File: src/design/bcm_pkg.sv
// shared types and constants of the battery charge monitor
// no dependencies
`timescale 1ns / 1ps

package bcm_pkg;

    localparam int ADC_BITS          = 12;
    localparam int BOOT_SYNC_SAMPLES = 10;
    localparam int BOOT_W            = 16;

    // adc scaling to 10 mV units: raw * SCALE_NUM / SCALE_DEN, done as a multiply by a
    // rounded-up reciprocal; 2^SCALE_SHIFT exceeds full scale times the reduced
    // denominator 8463, so the truncated quotient is exact for every code
    localparam int SCALE_NUM   = 205260;
    localparam int SCALE_DEN   = 253890;
    localparam int SCALE_SHIFT = ADC_BITS + 14;
    localparam int MUL_W       = SCALE_SHIFT;
    localparam logic [MUL_W-1:0] SCALE_MUL =
        MUL_W'(((64'(SCALE_NUM) << SCALE_SHIFT) + 64'(SCALE_DEN) - 64'd1) / 64'(SCALE_DEN));
    localparam int PROD_W      = ADC_BITS + MUL_W;

    localparam int THR_W   = 16;
    localparam int LEVEL_W = 3;
    localparam int TIME_W  = 32;
    localparam int HP_W    = 16;
    localparam int CFG_IDX_W  = 3;
    localparam int CFG_DATA_W = 16;

    localparam int QUEUE_DEPTH = 2;

    typedef enum logic [CFG_IDX_W-1:0] {
        REG_LEVEL5_THR  = 3'd0,
        REG_LEVEL4_THR  = 3'd1,
        REG_LEVEL3_THR  = 3'd2,
        REG_LEVEL2_THR  = 3'd3,
        REG_LEVEL1_THR  = 3'd4,
        REG_CHARGER_THR = 3'd5,
        REG_LOW_LEVEL   = 3'd6,
        REG_BLINK_HALF  = 3'd7
    } reg_index_t;

    typedef enum logic [1:0] {
        CHG_IDLE     = 2'd0,
        CHG_CHARGING = 2'd1,
        CHG_FULL     = 2'd2
    } charge_state_t;

    typedef struct packed {
        logic [THR_W-1:0]   level5_threshold;
        logic [THR_W-1:0]   level4_threshold;
        logic [THR_W-1:0]   level3_threshold;
        logic [THR_W-1:0]   level2_threshold;
        logic [THR_W-1:0]   level1_threshold;
        logic [THR_W-1:0]   charger_threshold;
        logic [LEVEL_W-1:0] low_level_max;
        logic [HP_W-1:0]    blink_half_period;
    } cfg_t;

    // classified sample handed from the front to the back
    typedef struct packed {
        logic [LEVEL_W-1:0] level;
        logic               has_dc;
        charge_state_t      state;
        logic [TIME_W-1:0]  time_ms;
        logic               startup;
    } item_t;

endpackage

File: src/design/bcm_fifo.sv
// short queue between the front and back parts
// depends on bcm_pkg
`timescale 1ns / 1ps

module bcm_fifo (
    input  logic           clk,
    input  logic           rst_n,
    input  logic           push,
    input  bcm_pkg::item_t push_item,
    output logic           full,
    input  logic           pop,
    output bcm_pkg::item_t pop_item,
    output logic           empty
);

    localparam int PTR_W = $clog2(bcm_pkg::QUEUE_DEPTH);
    localparam int CNT_W = $clog2(bcm_pkg::QUEUE_DEPTH + 1);

    bcm_pkg::item_t   mem_reg [bcm_pkg::QUEUE_DEPTH];
    logic [PTR_W-1:0] wr_ptr_reg, wr_ptr_next;
    logic [PTR_W-1:0] rd_ptr_reg, rd_ptr_next;
    logic [CNT_W-1:0] count_reg, count_next;
    logic             do_push, do_pop;

    assign full     = (count_reg == CNT_W'(bcm_pkg::QUEUE_DEPTH));
    assign empty    = (count_reg == '0);
    assign do_push  = push && !full;
    assign do_pop   = pop && !empty;
    assign pop_item = mem_reg[rd_ptr_reg];

    always_comb
    begin
        wr_ptr_next = wr_ptr_reg;
        rd_ptr_next = rd_ptr_reg;
        count_next  = count_reg;
        if (do_push)
        begin
            wr_ptr_next = (wr_ptr_reg == PTR_W'(bcm_pkg::QUEUE_DEPTH - 1)) ? '0
                                                                            : wr_ptr_reg + 1'b1;
        end
        if (do_pop)
        begin
            rd_ptr_next = (rd_ptr_reg == PTR_W'(bcm_pkg::QUEUE_DEPTH - 1)) ? '0
                                                                            : rd_ptr_reg + 1'b1;
        end
        if (do_push && !do_pop)
        begin
            count_next = count_reg + 1'b1;
        end
        else if (do_pop && !do_push)
        begin
            count_next = count_reg - 1'b1;
        end
    end

    always_ff @(posedge clk or negedge rst_n)
    begin
        if (!rst_n)
        begin
            wr_ptr_reg <= '0;
            rd_ptr_reg <= '0;
            count_reg  <= '0;
        end
        else
        begin
            wr_ptr_reg <= wr_ptr_next;
            rd_ptr_reg <= rd_ptr_next;
            count_reg  <= count_next;
        end
    end

    always_ff @(posedge clk)
    begin
        if (do_push)
        begin
            mem_reg[wr_ptr_reg] <= push_item;
        end
    end

endmodule

File: src/design/bcm_front.sv
// front part: takes samples, scales both adc codes, quantizes and classifies
// depends on bcm_pkg
`timescale 1ns / 1ps

module bcm_front (
    input  logic                              clk,
    input  logic                              rst_n,
    input  logic                              in_valid,
    output logic                              in_ready,
    input  logic [bcm_pkg::ADC_BITS-1:0]      battery_raw,
    input  logic [bcm_pkg::ADC_BITS-1:0]      charger_raw,
    input  logic                              charging_pin_active,
    input  logic                              done_pin_active,
    input  logic [bcm_pkg::TIME_W-1:0]        time_ms,
    input  logic                              startup_mode,
    input  bcm_pkg::cfg_t                     cfg,
    output logic                              push,
    output bcm_pkg::item_t                    push_item,
    input  logic                              full
);

    localparam int QUO_W  = bcm_pkg::ADC_BITS;
    localparam int PROD_W = bcm_pkg::PROD_W;
    localparam int SHIFT  = bcm_pkg::SCALE_SHIFT;

    typedef enum logic [2:0] {
        F_IDLE = 3'b001,
        F_MUL  = 3'b010,
        F_PUSH = 3'b100
    } front_state_t;

    front_state_t                state_reg, state_next;

    logic [QUO_W-1:0]            bat_raw_reg, bat_raw_next;
    logic [QUO_W-1:0]            dc_raw_reg, dc_raw_next;
    logic [QUO_W-1:0]            bat_q_reg, bat_q_next;
    logic [QUO_W-1:0]            dc_q_reg, dc_q_next;
    logic                        chg_pin_reg, chg_pin_next;
    logic                        done_pin_reg, done_pin_next;
    logic [bcm_pkg::TIME_W-1:0]  time_reg, time_next;
    logic                        startup_reg, startup_next;

    logic [PROD_W-1:0]           bat_prod, dc_prod;
    logic [bcm_pkg::THR_W-1:0]   bat_ext, dc_ext;
    logic [bcm_pkg::LEVEL_W-1:0] level;
    logic                        has_dc;
    bcm_pkg::charge_state_t      chg_state;

    assign in_ready = (state_reg == F_IDLE);

    // scaled value is the top bits of raw times the reciprocal
    assign bat_prod = PROD_W'(bat_raw_reg) * PROD_W'(bcm_pkg::SCALE_MUL);
    assign dc_prod  = PROD_W'(dc_raw_reg) * PROD_W'(bcm_pkg::SCALE_MUL);

    // quantize and classify from the registered quotients
    assign bat_ext = bcm_pkg::THR_W'(bat_q_reg);
    assign dc_ext  = bcm_pkg::THR_W'(dc_q_reg);
    assign has_dc  = (dc_ext > cfg.charger_threshold);

    always_comb
    begin
        if (bat_ext >= cfg.level5_threshold)
        begin
            level = 3'd5;
        end
        else if (bat_ext >= cfg.level4_threshold)
        begin
            level = 3'd4;
        end
        else if (bat_ext >= cfg.level3_threshold)
        begin
            level = 3'd3;
        end
        else if (bat_ext >= cfg.level2_threshold)
        begin
            level = 3'd2;
        end
        else if (bat_ext >= cfg.level1_threshold)
        begin
            level = 3'd1;
        end
        else
        begin
            level = 3'd0;
        end
    end

    always_comb
    begin
        if (has_dc && chg_pin_reg)
        begin
            chg_state = done_pin_reg ? bcm_pkg::CHG_FULL : bcm_pkg::CHG_CHARGING;
        end
        else
        begin
            chg_state = bcm_pkg::CHG_IDLE;
        end
    end

    assign push              = (state_reg == F_PUSH);
    assign push_item.level   = level;
    assign push_item.has_dc  = has_dc;
    assign push_item.state   = chg_state;
    assign push_item.time_ms = time_reg;
    assign push_item.startup = startup_reg;

    always_comb
    begin
        state_next    = state_reg;
        bat_raw_next  = bat_raw_reg;
        dc_raw_next   = dc_raw_reg;
        bat_q_next    = bat_q_reg;
        dc_q_next     = dc_q_reg;
        chg_pin_next  = chg_pin_reg;
        done_pin_next = done_pin_reg;
        time_next     = time_reg;
        startup_next  = startup_reg;
        case (state_reg)
            F_IDLE:
            begin
                if (in_valid)
                begin
                    bat_raw_next  = battery_raw;
                    dc_raw_next   = charger_raw;
                    chg_pin_next  = charging_pin_active;
                    done_pin_next = done_pin_active;
                    time_next     = time_ms;
                    startup_next  = startup_mode;
                    state_next    = F_MUL;
                end
            end
            F_MUL:
            begin
                bat_q_next = bat_prod[PROD_W-1:SHIFT];
                dc_q_next  = dc_prod[PROD_W-1:SHIFT];
                state_next = F_PUSH;
            end
            F_PUSH:
            begin
                if (!full)
                begin
                    state_next = F_IDLE;
                end
            end
            default:
            begin
                state_next = F_IDLE;
            end
        endcase
    end

    always_ff @(posedge clk or negedge rst_n)
    begin
        if (!rst_n)
        begin
            state_reg <= F_IDLE;
        end
        else
        begin
            state_reg <= state_next;
        end
    end

    always_ff @(posedge clk)
    begin
        bat_raw_reg  <= bat_raw_next;
        dc_raw_reg   <= dc_raw_next;
        bat_q_reg    <= bat_q_next;
        dc_q_reg     <= dc_q_next;
        chg_pin_reg  <= chg_pin_next;
        done_pin_reg <= done_pin_next;
        time_reg     <= time_next;
        startup_reg  <= startup_next;
    end

endmodule

File: src/design/bcm_back.sv
// back part: level tracking, blink phase divider, led drive and output register
// depends on bcm_pkg
`timescale 1ns / 1ps

module bcm_back #(
    parameter int BOOT_SYNC_SAMPLES = bcm_pkg::BOOT_SYNC_SAMPLES
) (
    input  logic                          clk,
    input  logic                          rst_n,
    input  bcm_pkg::cfg_t                 cfg,
    input  logic                          empty,
    input  bcm_pkg::item_t                pop_item,
    output logic                          pop,
    output logic                          out_valid,
    input  logic                          out_ready,
    output logic [bcm_pkg::LEVEL_W-1:0]   battery_level,
    output logic [1:0]                    charge_state,
    output logic                          red_led,
    output logic                          green_led
);

    localparam int TIME_W = bcm_pkg::TIME_W;
    localparam int HP_W   = bcm_pkg::HP_W;
    localparam int BIT_W  = $clog2(TIME_W);
    localparam int BOOT_W = bcm_pkg::BOOT_W;
    localparam int LVL_W  = bcm_pkg::LEVEL_W;

    typedef enum logic [2:0] {
        B_IDLE = 3'b001,
        B_DIV  = 3'b010,
        B_DONE = 3'b100
    } back_state_t;

    back_state_t             state_reg, state_next;

    // tracking state
    logic [LVL_W-1:0]        level_now_reg, level_now_next;
    logic [LVL_W-1:0]        boot_peak_reg, boot_peak_next;
    logic [BOOT_W-1:0]       boot_rem_reg, boot_rem_next;
    logic                    boot_active_reg, boot_active_next;

    // current item
    bcm_pkg::charge_state_t  chg_reg, chg_next;
    logic                    has_dc_reg, has_dc_next;
    logic                    startup_reg, startup_next;

    // blink phase divider
    logic [TIME_W-1:0]       t_reg, t_next;
    logic [HP_W-1:0]         hp_reg, hp_next;
    logic [HP_W-1:0]         rem_reg, rem_next;
    logic [BIT_W-1:0]        bit_reg, bit_next;
    logic                    q_lsb_reg, q_lsb_next;
    logic [HP_W:0]           rem_sh;

    // output register
    logic                    out_valid_reg, out_valid_next;
    logic [LVL_W-1:0]        level_out_reg, level_out_next;
    logic [1:0]              chg_out_reg, chg_out_next;
    logic                    red_reg, red_next;
    logic                    green_reg, green_next;

    logic                    out_free;
    logic                    led_red, led_green;
    logic [LVL_W-1:0]        peak_cand;

    assign out_free      = !out_valid_reg || out_ready;
    assign pop           = (state_reg == B_IDLE) && !empty;
    assign rem_sh        = {rem_reg, t_reg[TIME_W-1]};
    assign peak_cand     = (pop_item.level > boot_peak_reg) ? pop_item.level : boot_peak_reg;

    assign out_valid     = out_valid_reg;
    assign battery_level = level_out_reg;
    assign charge_state  = chg_out_reg;
    assign red_led       = red_reg;
    assign green_led     = green_reg;

    // led drive from the updated level
    always_comb
    begin
        led_red   = 1'b0;
        led_green = 1'b0;
        if (!(startup_reg && chg_reg != bcm_pkg::CHG_CHARGING))
        begin
            if (chg_reg == bcm_pkg::CHG_CHARGING)
            begin
                led_green = !q_lsb_reg;
            end
            else if (has_dc_reg && chg_reg == bcm_pkg::CHG_FULL)
            begin
                led_green = 1'b1;
            end
            else if (level_now_reg <= cfg.low_level_max)
            begin
                led_red = 1'b1;
            end
            else
            begin
                led_green = 1'b1;
            end
        end
    end

    always_comb
    begin
        state_next       = state_reg;
        level_now_next   = level_now_reg;
        boot_peak_next   = boot_peak_reg;
        boot_rem_next    = boot_rem_reg;
        boot_active_next = boot_active_reg;
        chg_next         = chg_reg;
        has_dc_next      = has_dc_reg;
        startup_next     = startup_reg;
        t_next           = t_reg;
        hp_next          = hp_reg;
        rem_next         = rem_reg;
        bit_next         = bit_reg;
        q_lsb_next       = q_lsb_reg;
        out_valid_next   = out_valid_reg && !out_ready;
        level_out_next   = level_out_reg;
        chg_out_next     = chg_out_reg;
        red_next         = red_reg;
        green_next       = green_reg;
        case (state_reg)
            B_IDLE:
            begin
                if (!empty)
                begin
                    chg_next     = pop_item.state;
                    has_dc_next  = pop_item.has_dc;
                    startup_next = pop_item.startup;
                    t_next       = pop_item.time_ms;
                    hp_next      = (cfg.blink_half_period == '0) ? HP_W'(1)
                                                                 : cfg.blink_half_period;
                    rem_next     = '0;
                    bit_next     = BIT_W'(TIME_W - 1);
                    if (boot_active_reg && !pop_item.has_dc)
                    begin
                        boot_peak_next = peak_cand;
                        if (peak_cand > level_now_reg)
                        begin
                            level_now_next = peak_cand;
                        end
                        if (boot_rem_reg <= BOOT_W'(1))
                        begin
                            boot_rem_next    = '0;
                            boot_active_next = 1'b0;
                        end
                        else
                        begin
                            boot_rem_next = boot_rem_reg - 1'b1;
                        end
                    end
                    else
                    begin
                        boot_active_next = 1'b0;
                        if (pop_item.level < level_now_reg)
                        begin
                            level_now_next = pop_item.level;
                        end
                        else if (pop_item.level > level_now_reg && pop_item.has_dc)
                        begin
                            level_now_next = pop_item.level;
                        end
                    end
                    state_next = (pop_item.state == bcm_pkg::CHG_CHARGING) ? B_DIV : B_DONE;
                end
            end
            B_DIV:
            begin
                // one quotient bit of time / half period per cycle, only the last is kept
                if (rem_sh >= {1'b0, hp_reg})
                begin
                    rem_next   = HP_W'(rem_sh - {1'b0, hp_reg});
                    q_lsb_next = 1'b1;
                end
                else
                begin
                    rem_next   = HP_W'(rem_sh);
                    q_lsb_next = 1'b0;
                end
                t_next = {t_reg[TIME_W-2:0], 1'b0};
                if (bit_reg == '0)
                begin
                    state_next = B_DONE;
                end
                else
                begin
                    bit_next = bit_reg - 1'b1;
                end
            end
            B_DONE:
            begin
                if (out_free)
                begin
                    out_valid_next = 1'b1;
                    level_out_next = level_now_reg;
                    chg_out_next   = chg_reg;
                    red_next       = led_red;
                    green_next     = led_green;
                    state_next     = B_IDLE;
                end
            end
            default:
            begin
                state_next = B_IDLE;
            end
        endcase
    end

    always_ff @(posedge clk or negedge rst_n)
    begin
        if (!rst_n)
        begin
            state_reg       <= B_IDLE;
            level_now_reg   <= '0;
            boot_peak_reg   <= '0;
            boot_rem_reg    <= BOOT_W'(BOOT_SYNC_SAMPLES);
            boot_active_reg <= 1'b1;
            out_valid_reg   <= 1'b0;
        end
        else
        begin
            state_reg       <= state_next;
            level_now_reg   <= level_now_next;
            boot_peak_reg   <= boot_peak_next;
            boot_rem_reg    <= boot_rem_next;
            boot_active_reg <= boot_active_next;
            out_valid_reg   <= out_valid_next;
        end
    end

    always_ff @(posedge clk)
    begin
        chg_reg       <= chg_next;
        has_dc_reg    <= has_dc_next;
        startup_reg   <= startup_next;
        t_reg         <= t_next;
        hp_reg        <= hp_next;
        rem_reg       <= rem_next;
        bit_reg       <= bit_next;
        q_lsb_reg     <= q_lsb_next;
        level_out_reg <= level_out_next;
        chg_out_reg   <= chg_out_next;
        red_reg       <= red_next;
        green_reg     <= green_next;
    end

endmodule

File: src/design/battery_charge_monitor.sv
// top level of the battery charge monitor: register file, front, queue and back
// depends on bcm_pkg, bcm_fifo, bcm_front and bcm_back
`timescale 1ns / 1ps

//  channel   handshake              payload
//  in        in_valid / in_ready    battery_raw, charger_raw, charging_pin_active,
//                                   done_pin_active, time_ms, startup_mode
//  out       out_valid / out_ready  battery_level, charge_state, red_led, green_led
//  cfg       cfg_valid / cfg_ready  cfg_index, cfg_data
//
//  the front captures a sample, multiplies both adc codes by a fixed reciprocal of the
//  scale and hands it to the queue, taking no new sample until the queue accepts it
//  the back works through one sample at a time; while charging, a bit-serial divider
//  works out the blink phase from time_ms, one bit a cycle over 32 bits
//  reset is asynchronous and active low, loads the register defaults and opens the
//  boot window; a two-entry queue and the output register absorb back-end stalls

module battery_charge_monitor #(
    parameter int BOOT_SYNC_SAMPLES = bcm_pkg::BOOT_SYNC_SAMPLES
) (
    input  logic                              clk,
    input  logic                              rst_n,
    // sample transaction
    input  logic                              in_valid,
    output logic                              in_ready,
    input  logic [bcm_pkg::ADC_BITS-1:0]      battery_raw,
    input  logic [bcm_pkg::ADC_BITS-1:0]      charger_raw,
    input  logic                              charging_pin_active,
    input  logic                              done_pin_active,
    input  logic [bcm_pkg::TIME_W-1:0]        time_ms,
    input  logic                              startup_mode,
    // result transaction
    output logic                              out_valid,
    input  logic                              out_ready,
    output logic [bcm_pkg::LEVEL_W-1:0]       battery_level,
    output logic [1:0]                        charge_state,
    output logic                              red_led,
    output logic                              green_led,
    // register write transaction
    input  logic                              cfg_valid,
    output logic                              cfg_ready,
    input  logic [bcm_pkg::CFG_IDX_W-1:0]     cfg_index,
    input  logic [bcm_pkg::CFG_DATA_W-1:0]    cfg_data
);

    bcm_pkg::cfg_t  cfg_reg, cfg_next;
    bcm_pkg::item_t push_item, pop_item;
    logic           push, pop, full, empty;

    // register writes are always taken; they must arrive only while the block is idle, which the block does not enforce
    assign cfg_ready = 1'b1;

    always_comb
    begin
        cfg_next = cfg_reg;
        if (cfg_valid)
        begin
            case (bcm_pkg::reg_index_t'(cfg_index))
                bcm_pkg::REG_LEVEL5_THR:  cfg_next.level5_threshold  = cfg_data;
                bcm_pkg::REG_LEVEL4_THR:  cfg_next.level4_threshold  = cfg_data;
                bcm_pkg::REG_LEVEL3_THR:  cfg_next.level3_threshold  = cfg_data;
                bcm_pkg::REG_LEVEL2_THR:  cfg_next.level2_threshold  = cfg_data;
                bcm_pkg::REG_LEVEL1_THR:  cfg_next.level1_threshold  = cfg_data;
                bcm_pkg::REG_CHARGER_THR: cfg_next.charger_threshold = cfg_data;
                bcm_pkg::REG_LOW_LEVEL:
                    cfg_next.low_level_max = cfg_data[bcm_pkg::LEVEL_W-1:0];
                bcm_pkg::REG_BLINK_HALF:  cfg_next.blink_half_period = cfg_data;
                default:                  cfg_next = cfg_reg;
            endcase
        end
    end

    // defaults: 4.10, 3.95, 3.82, 3.70 and 3.55 v thresholds, 4.50 v charger detect
    always_ff @(posedge clk or negedge rst_n)
    begin
        if (!rst_n)
        begin
            cfg_reg.level5_threshold  <= 16'd410;
            cfg_reg.level4_threshold  <= 16'd395;
            cfg_reg.level3_threshold  <= 16'd382;
            cfg_reg.level2_threshold  <= 16'd370;
            cfg_reg.level1_threshold  <= 16'd355;
            cfg_reg.charger_threshold <= 16'd450;
            cfg_reg.low_level_max     <= 3'd1;
            cfg_reg.blink_half_period <= 16'd500;
        end
        else
        begin
            cfg_reg <= cfg_next;
        end
    end

    // scaling, quantizing and charge classification
    bcm_front u_front (
        .clk                 (clk),
        .rst_n               (rst_n),
        .in_valid            (in_valid),
        .in_ready            (in_ready),
        .battery_raw         (battery_raw),
        .charger_raw         (charger_raw),
        .charging_pin_active (charging_pin_active),
        .done_pin_active     (done_pin_active),
        .time_ms             (time_ms),
        .startup_mode        (startup_mode),
        .cfg                 (cfg_reg),
        .push                (push),
        .push_item           (push_item),
        .full                (full)
    );

    // decouples the two halves
    bcm_fifo u_fifo (
        .clk       (clk),
        .rst_n     (rst_n),
        .push      (push),
        .push_item (push_item),
        .full      (full),
        .pop       (pop),
        .pop_item  (pop_item),
        .empty     (empty)
    );

    // level tracking, blink phase and led drive
    bcm_back #(
        .BOOT_SYNC_SAMPLES (BOOT_SYNC_SAMPLES)
    ) u_back (
        .clk           (clk),
        .rst_n         (rst_n),
        .cfg           (cfg_reg),
        .empty         (empty),
        .pop_item      (pop_item),
        .pop           (pop),
        .out_valid     (out_valid),
        .out_ready     (out_ready),
        .battery_level (battery_level),
        .charge_state  (charge_state),
        .red_led       (red_led),
        .green_led     (green_led)
    );

endmodule

File: config.mk
export PLATFORM = sky130hd
export DESIGN_NAME = battery_charge_monitor
export DESIGN_NICKNAME = d
export VERILOG_FILES = /design/src/design/bcm_pkg.sv /design/src/design/bcm_fifo.sv /design/src/design/bcm_front.sv /design/src/design/bcm_back.sv /design/src/design/battery_charge_monitor.sv
export SDC_FILE = /design/constraint.sdc
export NUM_CORES = 1
export LEC_CHECK = 0
export ABC_AREA = 1
export BUFFER_PORTS_ARGS = -buffer_cell sky130_fd_sc_hd__clkbuf_2
export CAP_MARGIN = 30
export CORE_MARGIN = 2
export CORE_UTILIZATION = 37
export DETAILED_ROUTE_END_ITERATION = 8
export PLACE_DENSITY = 0.62
export SYNTH_ARGS = -nofsm -noshare
export SYNTH_HDL_FRONTEND = slang
export SYNTH_SLANG_ARGS = --single-unit
File: constraint.sdc
create_clock -name clk -period 8.5 [get_ports clk]
set_clock_uncertainty 0.1 [all_clocks]
set_input_delay 0.85 -clock clk [delete_from_list [all_inputs] [get_ports clk]]
set_output_delay 0.85 -clock clk [all_outputs]
set_load 0.1 [all_outputs]
* After elaboration in Yosys (flattened, before gate mapping) *
Memories as Yosys holds them, arrays and structs flattened.
Cells that the tools add are included.

storage, ports and cells
  output and inout port bits = 10
  input port bits = 83
  memory bits (writable) = 78
  flip-flop bits (word level) = 313
  memories = 1

operators by class
  $add $sub $neg = 7
  bitwise gates (word level) = 1
  reductions and logical operators = 46
  mux-type cells = 44
  eq/ne operators = 26
  multiply operators = 2
  $lt $le $gt $ge = 13

memories
  memory          words  bits a word  read ports  clocked after memory_dff  write ports  line            RTL
  u_fifo.mem_reg  2      39           1           0                         1            bcm_fifo.sv:19  bcm_pkg::item_t mem_reg [bcm_pkg::QUEUE_DEPTH];

operators with widths
  cell                                                   number
  greater-or-equal comparator 12 x 16 -> 1 bit           5
  multiplier 12 x 26 -> 38 bit (second input constant)   2
  one-hot mux 32 bit (2 select lines)                    1
  2-to-1 mux 16 bit                                      3
  2-to-1 mux 3 bit                                       15
  2-to-1 mux 32 bit                                      1
  one-hot mux 16 bit (2 select lines)                    1
  AND reduction 2 bit                                    13
  == test 3 bit (second input constant)                  6
  one-hot mux 3 bit (3 select lines)                     2
  greater-or-equal comparator 17 x 16 -> 1 bit           1
  > comparator 12 x 16 -> 1 bit                          1
  <= comparator 16 x 1 -> 1 bit (second input constant)  1
  logical NOT 16 bit                                     1
  subtractor 16 x 1 -> 16 bit (second input constant)    1
  subtractor 16 bit                                      1
  2-to-1 mux 1 bit                                       14
  == test 3 x 2 -> 1 bit (second input constant)         4
  != test 2 bit (second input constant)                  6
  AND reduction 3 bit                                    4
  logical AND 1 bit                                      11
  2-to-1 mux 5 bit                                       2
  one-hot mux 5 bit (2 select lines)                     1
  == test 3 x 1 -> 1 bit (second input constant)         3
  21 further kinds                                       39

* Longest topological paths before layout *
  depth after elaboration = 7
  depth in mapped cells = 24
  mapped depth without buffers = 24

* Cells and area by module *
Synthesis repeated with hierarchy kept, for this count alone.

unflattened totals
  cells, all modules = 3259
  area total of the unflattened synthesis = 28746.3 µm²

modules (own cells, without submodules)
  module                  area each (µm²)  cells an instance  instances
  bcm_front               14676.6          1707               1
  bcm_back                6458.7           802                1
  battery_charge_monitor  4540.6           514                1
  bcm_fifo                3070.4           236                1

* Worst setup path before layout *
No wires, ideal clock.

  path type = in2reg
  start point = input in_valid
  end point = register u_front.bat_raw_reg[0], enable pin
  arrival = 6.476 ns
  path slack = 1.302 ns
  cell stages on the path = 2
  data required time = 7.778 ns
  cells stage by stage = inv_1 > nor4_1

between the ends
  cells in the longest elaborated chain, start to end = 1

RTL lines
  what                           line                          RTL
  start: declaration             battery_charge_monitor.sv:24  input logic in_valid,
  AND reduction 2 bit (no line)  --
  end signal: assignment         bcm_front.sv:166              bat_raw_reg <= bat_raw_next;
  end: declaration               bcm_front.sv:34               logic [QUO_W-1:0] bat_raw_reg, bat_raw_next;

No other way between the ends.
A chain may end at the register's enable or synchronous reset.

* Worst setup path after layout *
  start point = register u_front.bat_raw_reg[9]
  end point = register u_front.bat_q_reg[8] (data pin)

between the ends
  cells in the longest elaborated chain, start to end = 1

RTL lines
  what                          line              RTL
  multiplier 12 x 26 -> 38 bit  bcm_front.sv:52   assign bat_prod = PROD_W'(bat_raw_reg) * PROD_W'(bcm_pkg::SCALE_MUL);
  net u_front.bat_prod[34]      bcm_front.sv:43   logic [PROD_W-1:0] bat_prod, dc_prod;
  end signal: assignment        bcm_front.sv:168  bat_q_reg <= bat_q_next;
  end: declaration              bcm_front.sv:36   logic [QUO_W-1:0] bat_q_reg, bat_q_next;

The timed path passes the listed nets, and every way through them passes these cells.

==> results.yml <==
critical_path:
  path_max_fanout: 7
  reg2reg_slack_ns: 3.20
  r2r_end: "u_front.bat_q_reg[8]$_DFFE_PP_"
  cp.arrival_ns: 5.52
  crit_top_cell: "fa_1"
  path_class: "flop to flop"
  crit_start: "u_front.bat_raw_reg[9]$_DFFE_PP_"
  start_kind: "flop"
  slowest_stage: "fa_1"
  reg2reg_depth: 17
  timing.rr.start: "u_front.bat_raw_reg[9]$_DFFE_PP_"
  crit_end: "u_front.bat_q_reg[8]$_DFFE_PP_"
  cp_data_required_time_ns: 8.72
  path_cells: "fa_1 > inv_1 > fa_1 > inv_1 > fa_1 > fa_1 > inv_1 > fa_1 > inv_1 > ha_1 > a21o_1 > nor2_1 > o21ai_0 > a31oi_1 > nand2_1 > nand2_1 > nand2_1"
  max_stage_delay_ns: 0.64
  end_kind: "flop"
route:
  vias: 19700
  drt_first_iter_violations: 1202
  drtAntennaViolNets: 0
  wl_per_cell_um: 15.61
  finalWirelength_um: 64360
  routed_via_density: 4.778
  drc_errors: 0
  firstDrtPassIters: 5
yosys:
  ys_types: 49
  synth_top_cell_area_share: 0.2606
  ys_ff_latch: 391
  synth_nets: 3601
  synth_cells: 3025
  yosysSeqAreaShare: 0.3963
  synthTopCellsByArea: "edfxtp_1 26%, ha_1 14%, fa_1 14%"
  synth-edff-count: 242
  yosysTopAreaCell: "edfxtp_1"
  async_reset_ff_frac: 0.3811
  avgSynthCellArea_um2: 9.217
  syn-cell-area_mm2: 0.02788
  yosys_warnings: 0
  synthFlopType: "edfxtp_1"
layout:
  final_nets: 3695
  fill_cells: 7353
  mostFrequentLayoutCell: "nand2_1"
  seqCellArea_mm2: 0.01105
  drive_gt1_frac: 0.07736
  largest_reg_flops: 115
  multi_input_area_mm2: 0.01442
  final_cell_mix: "619 x nand2_1, 586 x inv_1, 304 x ha_1, 249 x nor2_1, 242 x edfxtp_1"
  area_growth_pct: 11.03
floorplanning:
  die_w_um: 278.5
  coreArea_mm2: 0.07457
  num_rows: 100
  dieArea_mm2: 0.07757
  start_util: 0.3739
  fp.dieH_um: 278.5
  ioPinCount: 93
grt:
  overflow: 0
  antenna_found_initial: 1
  grt_pass1_vias: 19750
  grt_max_degree: 81
  grt_pass1_wl_um: 104500
  gr-usage-all-layers: 0.1691
sta:
  max_freq_ghz: 0.1887
  drv_slew: 0
  fin_crit_ns: 5.299
  min_period_over_period: 0.6234
  tightest_slew_ns: 0.9539
  finalSetupViolCount: 0
  finalSetupTns_ns: 0
  relSlewSlack: 0.3625
  finalHoldViolCount: 0
  rsz0062_at_grt: "false"
placement:
  place_hpwl_um: 50240
  gp_congestion: 0.9374
  portBuffers: 91
clock_tree:
  post-cts-setup-buffers: 0
  cts_hold_buffers: 0
  clk_pin_slew_ns: 0.06
  cts_tree: "yes"
  cts-root-buf: "clkbuf_16"
  clock_sinks: 391
  cts_resized: 0
  worstSkewPairLatency_ns: 0.58
  clk_path_buf_depth: 3
  numCtsBuffers: 44
  cts_max_level: 2
run_status:
  status: "complete, no violations"
hold_path:
  worstHoldPathType: "input pin to async pin"
job:
  maxCapViolCount: 0
-- critical path, delay by kind of cell (launching register included) --
| kind | cells | cell delay [ns] |
|---|---|---|
| DFF | 1 | 0.56 |
| AOI/OAI and AO/OA | 3 | 0.58 |
| and+or+nand+nor | 4 | 0.43 |
| adders and majority gates | 6 | 3.10 |
| buffers and inverters | 4 | 0.29 |
-- logic make-up after synthesis --
logic type | after synthesis | share of synthesized area
buffers and inverters | 648 | 0.08773
AND/OR/NAND/NOR | 1055 | 0.1543
other | 1 | 0.0001345
adder cells (fa/ha/maj) | 493 | 0.2721
AO/OA/AOI/OAI | 409 | 0.08064
flip-flops | 391 | 0.3963
XOR/XNOR | 28 | 0.008795
-- how the worst min path moves through the flow --
stage,cells past startpoint,endpoint,startpoint,slack [ns]
2_1_floorplan,0,u_fifo.mem_reg[0][0]$_DFFE_PP_,u_front.startup_reg$_DFFE_PP_,0.32
3_3_place_gp,0,u_fifo.mem_reg[0][21]$_DFFE_PP_,u_front.time_reg[20]$_DFFE_PP_,0.32
3_5_place_dp,0,u_fifo.mem_reg[1][6]$_DFFE_PP_,u_front.time_reg[5]$_DFFE_PP_,0.33
4_1_cts,1,cfg_reg[3]$_DFFE_PN0P_,rst_n,0.23
5_1_grt,1,cfg_reg[77]$_DFFE_PN0P_,rst_n,0.27
6_report,1,cfg_reg[9]$_DFFE_PN0P_,rst_n,0.21
-- area by class of cell --
| class | instances | area share |
|---|---|---|
| diodes | 1 | 0.00008083 |
| flip-flops and latches | 391 | 0.3569 |
| repair buffers | 106 | 0.02073 |
| clock buffers | 62 | 0.04038 |
| multi-input cells | 1986 | 0.4658 |
| inverters | 590 | 0.07154 |
| well taps | 969 | 0.03916 |
| clock inverters | 19 | 0.005375 |
-- cell usage after synthesis (all sizes together) (43+ instances only) --
| cell type | count |
|---|---|
| a21oi | 118 |
| clkbuf | 54 |
| dfrtp | 106 |
| dfstp | 43 |
| edfxtp | 242 |
| fa | 189 |
| ha | 304 |
| inv | 590 |
| nand2 | 625 |
| nand3 | 92 |
| nor2 | 254 |
| o21ai | 195 |
-- metal layers --
metal | share of wire | up-vias | track usage
met5 | 0.00020 | - | 0
met4 | 0.018 | 2 | 0.03888
li1 | - | 9919 | -
met2 | 0.47 | 331 | 0.2808
met3 | 0.043 | 71 | 0.02485
met1 | 0.47 | 9380 | 0.2337
-- through the flow --
step	instance area [um2]	std cells	hold slack, ns	setup WS (ns)	util
3_3_place_gp	29440	4038	0.3227	3.221	0.3948
2_1_floorplan	27880	3025	0.3215	1.302	-
3_5_place_dp	29480	4040	0.3315	3.225	0.3954
6_report	30960	4124	0.2142	3.201	0.4151
4_1_cts	30900	4121	0.2253	3.216	0.4144
5_1_grt	30950	4123	0.2709	2.882	0.4151
Power is not shown: default switching activity piles up to over one toggle a cycle in this logic, so the estimate is an artifact.
